File: src/rtl/core/ptt_pkg.sv
// Shared types and constants for the periodic timer table.
// No dependencies; imported by periodic_timer_table, ptt_cmp and the testbench.
`default_nettype none

package ptt_pkg;

   localparam int NUM_TIMERS_DEF = 8;
   localparam int TIME_W         = 32;
   localparam int SLOT_W         = 4;
   localparam int FUNC_W         = 2;
   localparam int REQ_DATA_W     = 72;
   localparam int RSP_DATA_W     = 8;

   typedef enum logic [FUNC_W-1:0] {
      FUNC_CREATE   = 2'd0,
      FUNC_KILL     = 2'd1,
      FUNC_KILL_ALL = 2'd2,
      FUNC_SCAN     = 2'd3
   } func_type;

   localparam logic KIND_CREATE = 1'b0;
   localparam logic KIND_FIRE   = 1'b1;

endpackage

`default_nettype wire

File: src/rtl/core/periodic_timer_table.sv
// Periodic timer table top level: slot sequencer, used bits, result register.
// Depends on ptt_pkg, ptt_ram (interval/start store) and ptt_cmp (expiry check).
//
//   channel  dir  tvalid/tready         payload
//   req_     in   item when both high   tuser: func; tdata: interval, timer_id, now
//   rsp_     out  item when both high   tuser: kind; tdata: slot; tlast: last
//
// Kill and kill-all complete in the idle state. Create walks the slots to the first
// free one, or goes straight to its answer of slot 0 on a full bank. A scan skips free
// slots, reads and compares each used slot, writes a new start for a slot that fires and
// pushes it, then flushes the last fired slot; the single RAM read port and the one
// compare unit serialize this. Reset clears all slots and the result register. A stalled
// rsp_ side holds the sequencer whenever an item must enter the occupied result register.
`default_nettype none

module periodic_timer_table #(
   parameter int NUM_TIMERS = ptt_pkg::NUM_TIMERS_DEF
) (
   input  wire logic                                clock,
   input  wire logic                                reset,
   input  wire logic                                req_tvalid,
   output logic                                     req_tready,
   // [1:0] func
   input  wire logic [ptt_pkg::FUNC_W-1:0]          req_tuser,
   // [31:0] interval, [35:32] timer_id, [67:36] now, [71:68] zero
   input  wire logic [ptt_pkg::REQ_DATA_W-1:0]      req_tdata,
   output logic                                     rsp_tvalid,
   input  wire logic                                rsp_tready,
   // [0] kind
   output logic                                     rsp_tuser,
   // [3:0] slot, [7:4] zero
   output logic [ptt_pkg::RSP_DATA_W-1:0]           rsp_tdata,
   output logic                                     rsp_tlast
);
   import ptt_pkg::*;

   localparam int IDX_W = (NUM_TIMERS > 1) ? $clog2(NUM_TIMERS) : 1;
   localparam int CNT_W = $clog2(NUM_TIMERS + 1);
   localparam int ENT_W = 2 * TIME_W;

   typedef enum logic [2:0] {
      S_IDLE,
      S_FIND,
      S_CRSP,
      S_SREAD,
      S_SCMP,
      S_SPUSH,
      S_SFLUSH
   } state_type;

   state_type               state_ff, state_in;
   logic [NUM_TIMERS-1:0]   used_ff, used_in;
   logic [CNT_W-1:0]        count_ff, count_in;
   logic [IDX_W-1:0]        idx_ff, idx_in;
   logic [TIME_W-1:0]       op_interval_ff, op_interval_in;
   logic [TIME_W-1:0]       op_now_ff, op_now_in;
   logic                    hold_valid_ff, hold_valid_in;
   logic [SLOT_W-1:0]       hold_slot_ff, hold_slot_in;
   logic                    rsp_valid_ff, rsp_valid_in;
   logic                    rsp_kind_ff, rsp_kind_in;
   logic [SLOT_W-1:0]       rsp_slot_ff, rsp_slot_in;
   logic                    rsp_last_ff, rsp_last_in;

   logic                    ram_wr_en;
   logic [ENT_W-1:0]        ram_wr_data;
   logic                    ram_rd_en;
   logic [ENT_W-1:0]        ram_rd_data;
   logic                    expired;

   logic                    req_fire;
   logic                    rsp_free;
   logic                    idx_last;
   logic [IDX_W-1:0]        idx_next;
   logic [SLOT_W-1:0]       idx_slot;
   logic [TIME_W-1:0]       req_interval;
   logic [SLOT_W-1:0]       req_timer_id;
   logic [TIME_W-1:0]       req_now;
   logic [NUM_TIMERS-1:0]   kill_mask;

   assign req_interval = req_tdata[TIME_W-1:0];
   assign req_timer_id = req_tdata[TIME_W+SLOT_W-1:TIME_W];
   assign req_now      = req_tdata[2*TIME_W+SLOT_W-1:TIME_W+SLOT_W];

   assign req_tready = (state_ff == S_IDLE);
   assign req_fire   = req_tvalid && req_tready;
   assign rsp_free   = !rsp_valid_ff || rsp_tready;
   assign idx_last   = (idx_ff == IDX_W'(NUM_TIMERS - 1));
   assign idx_next   = idx_ff + IDX_W'(1);
   assign idx_slot   = SLOT_W'(idx_ff) + SLOT_W'(1);

   always_comb begin
      for (int i = 0; i < NUM_TIMERS; i++) begin
         kill_mask[i] = (req_timer_id == SLOT_W'(i + 1));
      end
   end

   ptt_ram #(
      .DATA_W (ENT_W),
      .DEPTH  (NUM_TIMERS)
   ) u_slot_ram (
      .clock   (clock),
      .wr_en   (ram_wr_en),
      .wr_addr (idx_ff),
      .wr_data (ram_wr_data),
      .rd_en   (ram_rd_en),
      .rd_addr (idx_ff),
      .rd_data (ram_rd_data)
   );

   ptt_cmp u_cmp (
      .now      (op_now_ff),
      .start    (ram_rd_data[TIME_W-1:0]),
      .interval (ram_rd_data[ENT_W-1:TIME_W]),
      .expired  (expired)
   );

   always_comb begin
      state_in       = state_ff;
      used_in        = used_ff;
      count_in       = count_ff;
      idx_in         = idx_ff;
      op_interval_in = op_interval_ff;
      op_now_in      = op_now_ff;
      hold_valid_in  = hold_valid_ff;
      hold_slot_in   = hold_slot_ff;
      rsp_valid_in   = rsp_valid_ff && !rsp_tready;
      rsp_kind_in    = rsp_kind_ff;
      rsp_slot_in    = rsp_slot_ff;
      rsp_last_in    = rsp_last_ff;
      ram_wr_en      = 1'b0;
      ram_wr_data    = {op_interval_ff, op_now_ff};
      ram_rd_en      = 1'b0;

      unique case (state_ff)
         S_IDLE: begin
            if (req_fire) begin
               op_interval_in = req_interval;
               op_now_in      = req_now;
               idx_in         = '0;
               unique case (func_type'(req_tuser))
                  FUNC_CREATE: begin
                     if (count_ff == CNT_W'(NUM_TIMERS)) begin
                        hold_slot_in = '0;
                        state_in     = S_CRSP;
                     end else begin
                        state_in = S_FIND;
                     end
                  end
                  FUNC_KILL: begin
                     if (|(kill_mask & used_ff)) begin
                        used_in  = used_ff & ~kill_mask;
                        count_in = count_ff - CNT_W'(1);
                     end
                  end
                  FUNC_KILL_ALL: begin
                     used_in  = '0;
                     count_in = '0;
                  end
                  FUNC_SCAN: begin
                     hold_valid_in = 1'b0;
                     state_in      = S_SREAD;
                  end
                  default: begin
                     state_in = S_IDLE;
                  end
               endcase
            end
         end
         S_FIND: begin
            // a free slot exists: the count check ruled out a full bank
            if (!used_ff[idx_ff]) begin
               ram_wr_en       = 1'b1;
               used_in[idx_ff] = 1'b1;
               count_in        = count_ff + CNT_W'(1);
               hold_slot_in    = idx_slot;
               state_in        = S_CRSP;
            end else begin
               idx_in = idx_next;
            end
         end
         S_CRSP: begin
            if (rsp_free) begin
               rsp_valid_in = 1'b1;
               rsp_kind_in  = KIND_CREATE;
               rsp_slot_in  = hold_slot_ff;
               rsp_last_in  = 1'b1;
               state_in     = S_IDLE;
            end
         end
         S_SREAD: begin
            if (used_ff[idx_ff]) begin
               ram_rd_en = 1'b1;
               state_in  = S_SCMP;
            end else if (idx_last) begin
               state_in = S_SFLUSH;
            end else begin
               idx_in = idx_next;
            end
         end
         S_SCMP: begin
            if (expired) begin
               // restart the period at now
               ram_wr_en   = 1'b1;
               ram_wr_data = {ram_rd_data[ENT_W-1:TIME_W], op_now_ff};
               state_in    = S_SPUSH;
            end else if (idx_last) begin
               state_in = S_SFLUSH;
            end else begin
               idx_in   = idx_next;
               state_in = S_SREAD;
            end
         end
         S_SPUSH: begin
            // hold one fired slot back so the final one can carry last
            if (!hold_valid_ff || rsp_free) begin
               if (hold_valid_ff) begin
                  rsp_valid_in = 1'b1;
                  rsp_kind_in  = KIND_FIRE;
                  rsp_slot_in  = hold_slot_ff;
                  rsp_last_in  = 1'b0;
               end
               hold_valid_in = 1'b1;
               hold_slot_in  = idx_slot;
               if (idx_last) begin
                  state_in = S_SFLUSH;
               end else begin
                  idx_in   = idx_next;
                  state_in = S_SREAD;
               end
            end
         end
         S_SFLUSH: begin
            if (!hold_valid_ff) begin
               state_in = S_IDLE;
            end else if (rsp_free) begin
               rsp_valid_in  = 1'b1;
               rsp_kind_in   = KIND_FIRE;
               rsp_slot_in   = hold_slot_ff;
               rsp_last_in   = 1'b1;
               hold_valid_in = 1'b0;
               state_in      = S_IDLE;
            end
         end
         default: begin
            state_in = S_IDLE;
         end
      endcase
   end

   always_ff @(posedge clock) begin
      if (reset) begin
         state_ff      <= S_IDLE;
         used_ff       <= '0;
         count_ff      <= '0;
         hold_valid_ff <= 1'b0;
         rsp_valid_ff  <= 1'b0;
      end else begin
         state_ff      <= state_in;
         used_ff       <= used_in;
         count_ff      <= count_in;
         hold_valid_ff <= hold_valid_in;
         rsp_valid_ff  <= rsp_valid_in;
      end
      idx_ff         <= idx_in;
      op_interval_ff <= op_interval_in;
      op_now_ff      <= op_now_in;
      hold_slot_ff   <= hold_slot_in;
      rsp_kind_ff    <= rsp_kind_in;
      rsp_slot_ff    <= rsp_slot_in;
      rsp_last_ff    <= rsp_last_in;
   end

   assign rsp_tvalid = rsp_valid_ff;
   assign rsp_tuser  = rsp_kind_ff;
   assign rsp_tdata  = {{(RSP_DATA_W - SLOT_W){1'b0}}, rsp_slot_ff};
   assign rsp_tlast  = rsp_last_ff;

endmodule

`default_nettype wire

File: src/rtl/core/ptt_ram.sv
// Generic simple dual-port RAM: one write port, one read port, registered read.
// No dependencies.
`default_nettype none

module ptt_ram #(
   parameter int DATA_W = 64,
   parameter int DEPTH  = 8,
   localparam int ADDR_W = (DEPTH > 1) ? $clog2(DEPTH) : 1
) (
   input  wire logic              clock,
   input  wire logic              wr_en,
   input  wire logic [ADDR_W-1:0] wr_addr,
   input  wire logic [DATA_W-1:0] wr_data,
   input  wire logic              rd_en,
   input  wire logic [ADDR_W-1:0] rd_addr,
   output logic      [DATA_W-1:0] rd_data
);

   logic [DATA_W-1:0] mem_ff [DEPTH];
   logic [DATA_W-1:0] rd_data_ff;

   always_ff @(posedge clock) begin
      if (wr_en) begin
         mem_ff[wr_addr] <= wr_data;
      end
      if (rd_en) begin
         rd_data_ff <= mem_ff[rd_addr];
      end
   end

   assign rd_data = rd_data_ff;

endmodule

`default_nettype wire

File: src/rtl/core/ptt_cmp.sv
// Expiry check shared by every slot of a scan: wrapping elapsed time vs. interval.
// Depends on ptt_pkg.
`default_nettype none

module ptt_cmp (
   input  wire logic [ptt_pkg::TIME_W-1:0] now,
   input  wire logic [ptt_pkg::TIME_W-1:0] start,
   input  wire logic [ptt_pkg::TIME_W-1:0] interval,
   output logic                            expired
);
   import ptt_pkg::*;

   logic [TIME_W-1:0] elapsed;

   // modulo 2^32 subtraction handles counter wrap
   assign elapsed = now - start;
   assign expired = (interval <= elapsed);

endmodule

`default_nettype wire

File: config.mk
export PLATFORM = sky130hd
export DESIGN_NAME = periodic_timer_table
export DESIGN_NICKNAME = d
export VERILOG_FILES = /design/src/rtl/core/ptt_pkg.sv /design/src/rtl/core/periodic_timer_table.sv /design/src/rtl/core/ptt_ram.sv /design/src/rtl/core/ptt_cmp.sv
export SDC_FILE = /design/constraint.sdc
export NUM_CORES = 1
export LEC_CHECK = 0
export ABC_AREA = 1
export CAP_MARGIN = 20
export CELL_PAD_IN_SITES_DETAIL_PLACEMENT = 1
export CELL_PAD_IN_SITES_GLOBAL_PLACEMENT = 2
export CORE_MARGIN = 3
export CORE_UTILIZATION = 30
export CTS_CLUSTER_DIAMETER = 120
export CTS_CLUSTER_SIZE = 12
export DETAILED_ROUTE_END_ITERATION = 16
export DONT_BUFFER_PORTS = 1
export PLACE_DENSITY = 0.67
export REMOVE_ABC_BUFFERS = 1
export SYNTH_ARGS = -nofsm -noshare
export SYNTH_HDL_FRONTEND = slang
export SYNTH_SLANG_ARGS = --single-unit
File: constraint.sdc
create_clock -name clock -period 7.1 [get_ports clock]
set_input_delay 0.71 -clock clock [delete_from_list [all_inputs] [get_ports clock]]
set_output_delay 0.71 -clock clock [all_outputs]
set_load 0.01 [all_outputs]
Yosys cells after proc, flatten, opt, wreduce, memory -nomap -nowiden
Memories as Yosys holds them, arrays and structs flattened. A register that Yosys moved wholly into a read port is not among the register bits.
Cells that the tools add are included.
{"block": "word_totals", "ff_bits": 94, "mem_bits_rw": 512, "in_bits": 78, "out_inout_bits": 12, "elab_cells": 160, "n_memories": 1}
{"name": "u_slot_ram.mem_ff", "words": 8, "word_bits": 64, "read_ports": 1, "rd_ports_with_merged_regs": 1, "write_ports": 1, "line": "ptt_ram.sv:19", "rtl": "logic [DATA_W-1:0] mem_ff [DEPTH];"}
{"block": "op_classes", "add_sub_neg": 5, "magnitude_cmp": 3, "eq_ne": 36, "muxes": 75, "bitwise": 4, "reduce_logical": 24}
{"op": "2-to-1 mux 64 bit", "count": 2}
{"op": "2-to-1 mux 4 bit", "count": 12}
{"op": "2-to-1 mux 3 bit", "count": 15}
{"op": "less-or-equal comparator 32 bit", "count": 1}
{"op": "one-hot mux 8 bit (2 select lines)", "count": 2}
{"op": "subtractor 32 bit", "count": 1}
{"op": "2-to-1 mux 1 bit", "count": 26}
{"op": "2-to-1 mux 8 bit", "count": 3}
{"op": "one-hot mux 4 bit (3 select lines)", "count": 2}
{"op": "one-hot mux 3 bit (7 select lines)", "count": 1}
{"op": "!= test 2 bit, second input constant", "count": 9}
{"op": "AND reduction 6 bit", "count": 3}
{"op": "AND 8 bit", "count": 2}
{"op": "equality test 4 x 3 -> 1 bit, second input constant", "count": 4}
{"op": "one-hot mux 4 bit (2 select lines)", "count": 2}
{"op": "one-hot mux 3 bit (5 select lines)", "count": 1}
{"op": "equality test 3 bit, second input constant", "count": 4}
{"op": "one-hot mux 1 bit (3 select lines)", "count": 4}
{"op": "AND reduction 5 bit", "count": 2}
{"op": "nonzero test 3 bit", "count": 3}
{"op": "equality test 4 x 2 -> 1 bit, second input constant", "count": 2}
{"op": "equality test 4 bit, second input constant", "count": 2}
{"op": "!= test 2 x 1 -> 1 bit, second input constant", "count": 4}
{"op": "inverter 8 bit", "count": 1}
{"op": "other kinds (29)", "count": 39}

Depth between registers and ports, before layout
{"block": "depth", "depth_word": 7, "ltp_mapped": 26, "mapped_depth_nobuf": 26}

By module
From an unflattened synthesis, not the netlist that was laid out.
{"block": "unflattened", "hier_cells": 3333, "area_unflattened_um2": 31894.3}
{"mod": "ptt_ram", "n_inst": 1, "cells_each": 2294, "area_per_inst_um2": 24298.3, "seq_area_each_um2": 17296.6}
{"mod": "periodic_timer_table", "n_inst": 1, "cells_each": 404, "area_per_inst_um2": 4381.7, "seq_area_each_um2": 2652.5}
{"mod": "ptt_cmp", "n_inst": 1, "cells_each": 635, "area_per_inst_um2": 3214.3, "seq_area_each_um2": 0.0}

Worst setup path after synthesis
No wires, ideal clock.
{"block": "synth_path", "kind": "reg2reg", "from": "register op_now_ff[0]", "to": "memory u_slot_ram.mem_ff[0][0], enable pin", "setup_time_ps": 486, "t_arrival_ps": 5810, "required_ps": 6614, "path_slack_ps": 803, "stages_incl_launch_ff": 21, "n_path_buf": 0, "synth_period_minus_slack_ps": 6297, "cell_sequence": "edfxtp_1 > inv_1 > ha_1 > fa_1 > o21ai_2 > a21boi_1 > o21ai_0 > nand3_1 > o211ai_1 > xnor2_1 > ha_1 > nand2_1 > nor2_1 > nand2_1 > nor2_1 > nand4_1 > nand2_1 > nand2_2 > nand2_1 > inv_2 > nor2_1"}
{"block": "synth_via", "elab_chain_len": 6}
{"item": "start, declared", "line": "periodic_timer_table.sv:56", "rtl": "logic [TIME_W-1:0] op_now_ff, op_now_in;"}
{"item": "start signal, assigned", "line": "periodic_timer_table.sv:266", "rtl": "op_now_ff <= op_now_in;"}
{"item": "subtractor 32 bit", "line": "ptt_cmp.sv:16", "rtl": "assign elapsed = now - start;"}
{"item": "less-or-equal comparator 32 bit", "line": "ptt_cmp.sv:17", "rtl": "assign expired = (interval <= elapsed);"}
{"item": "2-to-1 mux 1 bit", "line": "periodic_timer_table.sv:201", "rtl": "if (expired) begin"}
{"item": "one-hot mux 1 bit (2 select lines)", "line": "periodic_timer_table.sv:134", "rtl": "unique case (state_ff)"}
{"item": "2-to-1 mux 1 bit", "line": "ptt_ram.sv:23", "rtl": "if (wr_en) begin"}
{"item": "2-to-1 mux 1 bit (not written as such)", "line": "ptt_ram.sv:24", "rtl": "mem_ff[wr_addr] <= wr_data;"}
{"item": "end, declared", "line": "ptt_ram.sv:19"}
Every way passes these cells.

Final worst setup path
{"block": "layout_path", "from": "register op_now_ff[0]", "to": "memory u_slot_ram.mem_ff[6][58], enable pin"}
Same word-level chain as after synthesis.

==> results.py <==
metrics = {
    "timing": {
        "slew_headroom": 0.2374,
        "fin_crit_sh": 0.7821,
        "slew_viol_final": 0,
        "fmax_mhz": 180.1,
        "worst_pin_slew_ps": 1144,
        "rsz0062_at_grt": "false",
        "period_minus_slack_ps": 5553,
        "hold_viol_final": 0,
        "setup_viol": 0,
        "finalClockSkew_ps": 33.02,
    },
    "die": {
        "coreArea_um2": 90150,
        "dieArea_um2": 94800,
        "initial_core_util": 0.3033,
        "num_io_pins": 90,
        "die_h_um": 307.9,
        "num_rows": 110,
        "dieWidth_um": 307.9,
    },
    "placed_design": {
        "io_buffer_count": 0,
        "dp_hpwl_um": 44080,
        "placed_area_um2": 28790,
        "place_inst": 3128,
        "gp_congestion": 0.8266,
    },
    "synth": {
        "ys_seq_area_frac": 0.7296,
        "synth_top_area_frac": 0.7172,
        "syn_area_um2": 27340,
        "synth_compound_area_frac": 0.09248,
        "ys_ff_latch": 670,
        "yosys_warnings": 0,
        "yosys-top-cells-area": "edfxtp_1, nand2_1, ha_1",
        "synth-simple-area-share": 0.1020,
        "synth_top_family_by_area": "simple AND/OR/NAND/NOR gates",
        "synth_fa_ha_area_frac": 0.03185,
        "synth_xor_area_frac": 0.009610,
        "synth.area.mux_share": 0,
        "syn_avg_cell_area_um2": 13.71,
        "synth_cells": 1994,
        "yosysTopAreaCell": "edfxtp_1",
        "yosysUniqueCellTypes": 51,
    },
    "clock_network": {
        "cts_buffer_depth": 3,
        "post_cts_buffers": 0,
        "hold_buffers": 0,
        "clk_latency_ps": 600,
        "tritoncts": "done",
        "root_buffer": "clkbuf_16",
        "cts_max_level": 3,
        "numClockSinks": 670,
        "path_clk_slew_ps": 70,
        "ctsResizeCount": 0,
        "numCtsBuffers": 67,
    },
    "global_route": {
        "grt-ovfl-total": 0,
        "grt_pass1_vias": 17410,
        "antenna_found_initial": 9,
        "grt_max_degree": 65,
        "track_usage": 0.1594,
        "grt_pass1_wl_um": 112900,
    },
    "cells_and_area": {
        "fill_cells": 9348,
        "drive_above_1_share": 0.08721,
        "area_growth_pct": 12.20,
        "design_area_um2": 30680,
        "final-instance-count-excl-fill": 3218,
        "final_net_count": 2168,
    },
    "power_and_ir_drop": {
        "ir_worst_vdd_uv": 237.5,
        "combPwrFrac": 0.226,
        "clkPwrFrac": 0.299,
        "intPower_uw": 7420,
        "p_leak_uw": 0.01041,
        "finalPower_uw": 10800,
        "power.density_nw_per_um2": 352.0,
        "p_sw_frac": 0.3128,
        "seqPwrFrac": 0.475,
        "p_switching_uw": 3378,
    },
    "critical_path": {
        "required_ps": 7300,
        "crit_path_start_kind": "flop",
        "critPathArrivalTime_ps": 5750,
        "crit_path_end_kind": "flop",
        "crit_fanout": 44,
        "setup.worst_path.class": "reg -> reg",
    },
    "drt": {
        "route.detailed.drc": 0,
        "first_iter_violations": 1154,
        "ant_nets": 0,
        "drt_pass1_iterations": 5,
        "wire_per_inst_um": 23.59,
        "totalWireLength_um": 75920,
        "vias": 16260,
        "vias_per_cell": 5.051,
    },
    "run": {
        "maxCapViolCount": 0,
    },
    "status": {
        "status": "completed",
    },
    "min_path": {
        "holdCritPathClass": "in -> reg",
    },
}
## state kept, by name, summed over array words and instances (netlist names), 3 cells and up
signal	cells
count_ff	4
hold_slot_ff	4
idx_ff	3
op_interval_ff	32
op_now_ff	32
rsp_slot_ff	4
state_ff	3
u_slot_ram.mem_ff	512
u_slot_ram.rd_data	64
used_ff	8
## worst max-delay path, stage by stage (launching register included)
cell and delay (ps):
edfxtp_1 490, inv_1 110, ha_1 260, fa_1 440
o21ai_2 360, a21boi_1 190, o21ai_0 470, nand3_1 150
o211ai_1 150, xnor2_1 180, ha_1 270, nand2_1 80
nor2_1 50, nand2_1 90, inv_1 50, a21oi_1 290
nand2_1 130, nand2_1 120, nand2_2 100, nand2_1 140
inv_2 170, nor2_4 140, buf_4 680
## worst paths after layout
kind / startpoint / endpoint / slack, ps / depth (start not counted)
worst max-delay path: op_now_ff[0] / u_slot_ram.mem_ff[6][58] / 1550 / 22
worst min-delay path: reset / used_ff[6] / 170 / 1
worst max register to register: op_now_ff[0] / u_slot_ram.mem_ff[6][58] / 1550 / 22
worst min register to register: hold_slot_ff[3] / rsp_slot_ff[3] / 430 / 0
## layout by cell type (no fill, tap or decap), types with 15 or more instances in the layout
cell / n
a22oi_1: 85
ha_1: 68
edfxtp_1: 653
buf_4: 28
nand2_2: 15
a221oi_1: 52
nand4_1: 55
o21ai_0: 64
nand2_1: 368
clkbuf_16: 70
nor2_1: 77
xnor2_1: 15
dfxtp_1: 17
inv_1: 133
a21oi_1: 77
a22o_1: 37
nand3_1: 84
xor2_1: 15
## kinds of logic after synthesis
kind of cell,count (synthesis)
DFF,670
and+or+nand+nor,634
AOI/OAI and AO/OA,366
buffers and inverters,224
adders and majority gates,69
xor gates and xnor gates,30
other,1
## cell usage after synthesis, drive strengths merged
cell     number
o22ai         3
o21a          2
a31oi         4
o221ai        2
o21bai        7
clkbuf       34
a221oi       52
nor2         90
nor4          3
or2           1
ha           68
conb          1
a22o         37
nand2       386
fa            1
xor2         15
nor3         14
a21oi        89
o2111ai       1
a21boi        8
xnor2        15
inv         148
o21ai        68
a22oi        85
nand4        55
o31ai         1
a21o          2
o41ai         3
o211ai        2
buf          42
nand3        85
dfxtp        17
edfxtp      653
## metrics by stage
| step | setup TNS [ps] | setup slack (ps) | util | hold WS (ps) |
|---|---|---|---|---|
| CTS | 0 | 1398 | 0.3403 | 126.7 |
| floorplan | -30570 | -59.84 | - | 400.3 |
| finish | 0 | 1547 | 0.3403 | 165.4 |
| detailed placement | 0 | 1474 | 0.3194 | 413.3 |
| global route | 0 | 1124 | 0.3403 | 134.8 |
| global placement | 0 | 1493 | 0.3192 | 423.2 |
## layout make-up
cell class / instances / area, um^2 / area share
diodes: 1 / 2.502 / 0.00008157
clock buffers: 81 / 1793 / 0.05844
clock inverters: 8 / 90.09 / 0.002936
inverters: 148 / 556.8 / 0.01815
multi-input cells: 1103 / 6545 / 0.2133
flip-flops and latches: 670 / 19950 / 0.6503
well taps: 1176 / 1471 / 0.04796
repair buffers: 31 / 270.3 / 0.008809
## power by group through the flow
stage	Sequential (uW)	Combinational, uW	Clock [uW]
after floorplan	5160	1500	0
after global placement	5190	2420	0
after detailed placement	5210	2480	0
after CTS	5130	2500	3320
after global routing	5170	2730	3460
final	5130	2440	3230
## routing by layer
metal,global-route usage,routed length [um],share of wire
met1,0.2061,32900,0.43
met2,0.2771,37940,0.50
met3,0.02953,3948,0.052
met4,0.03842,1072,0.014
met5,0,67,0.00088
Power figures use the tool's default switching activity.
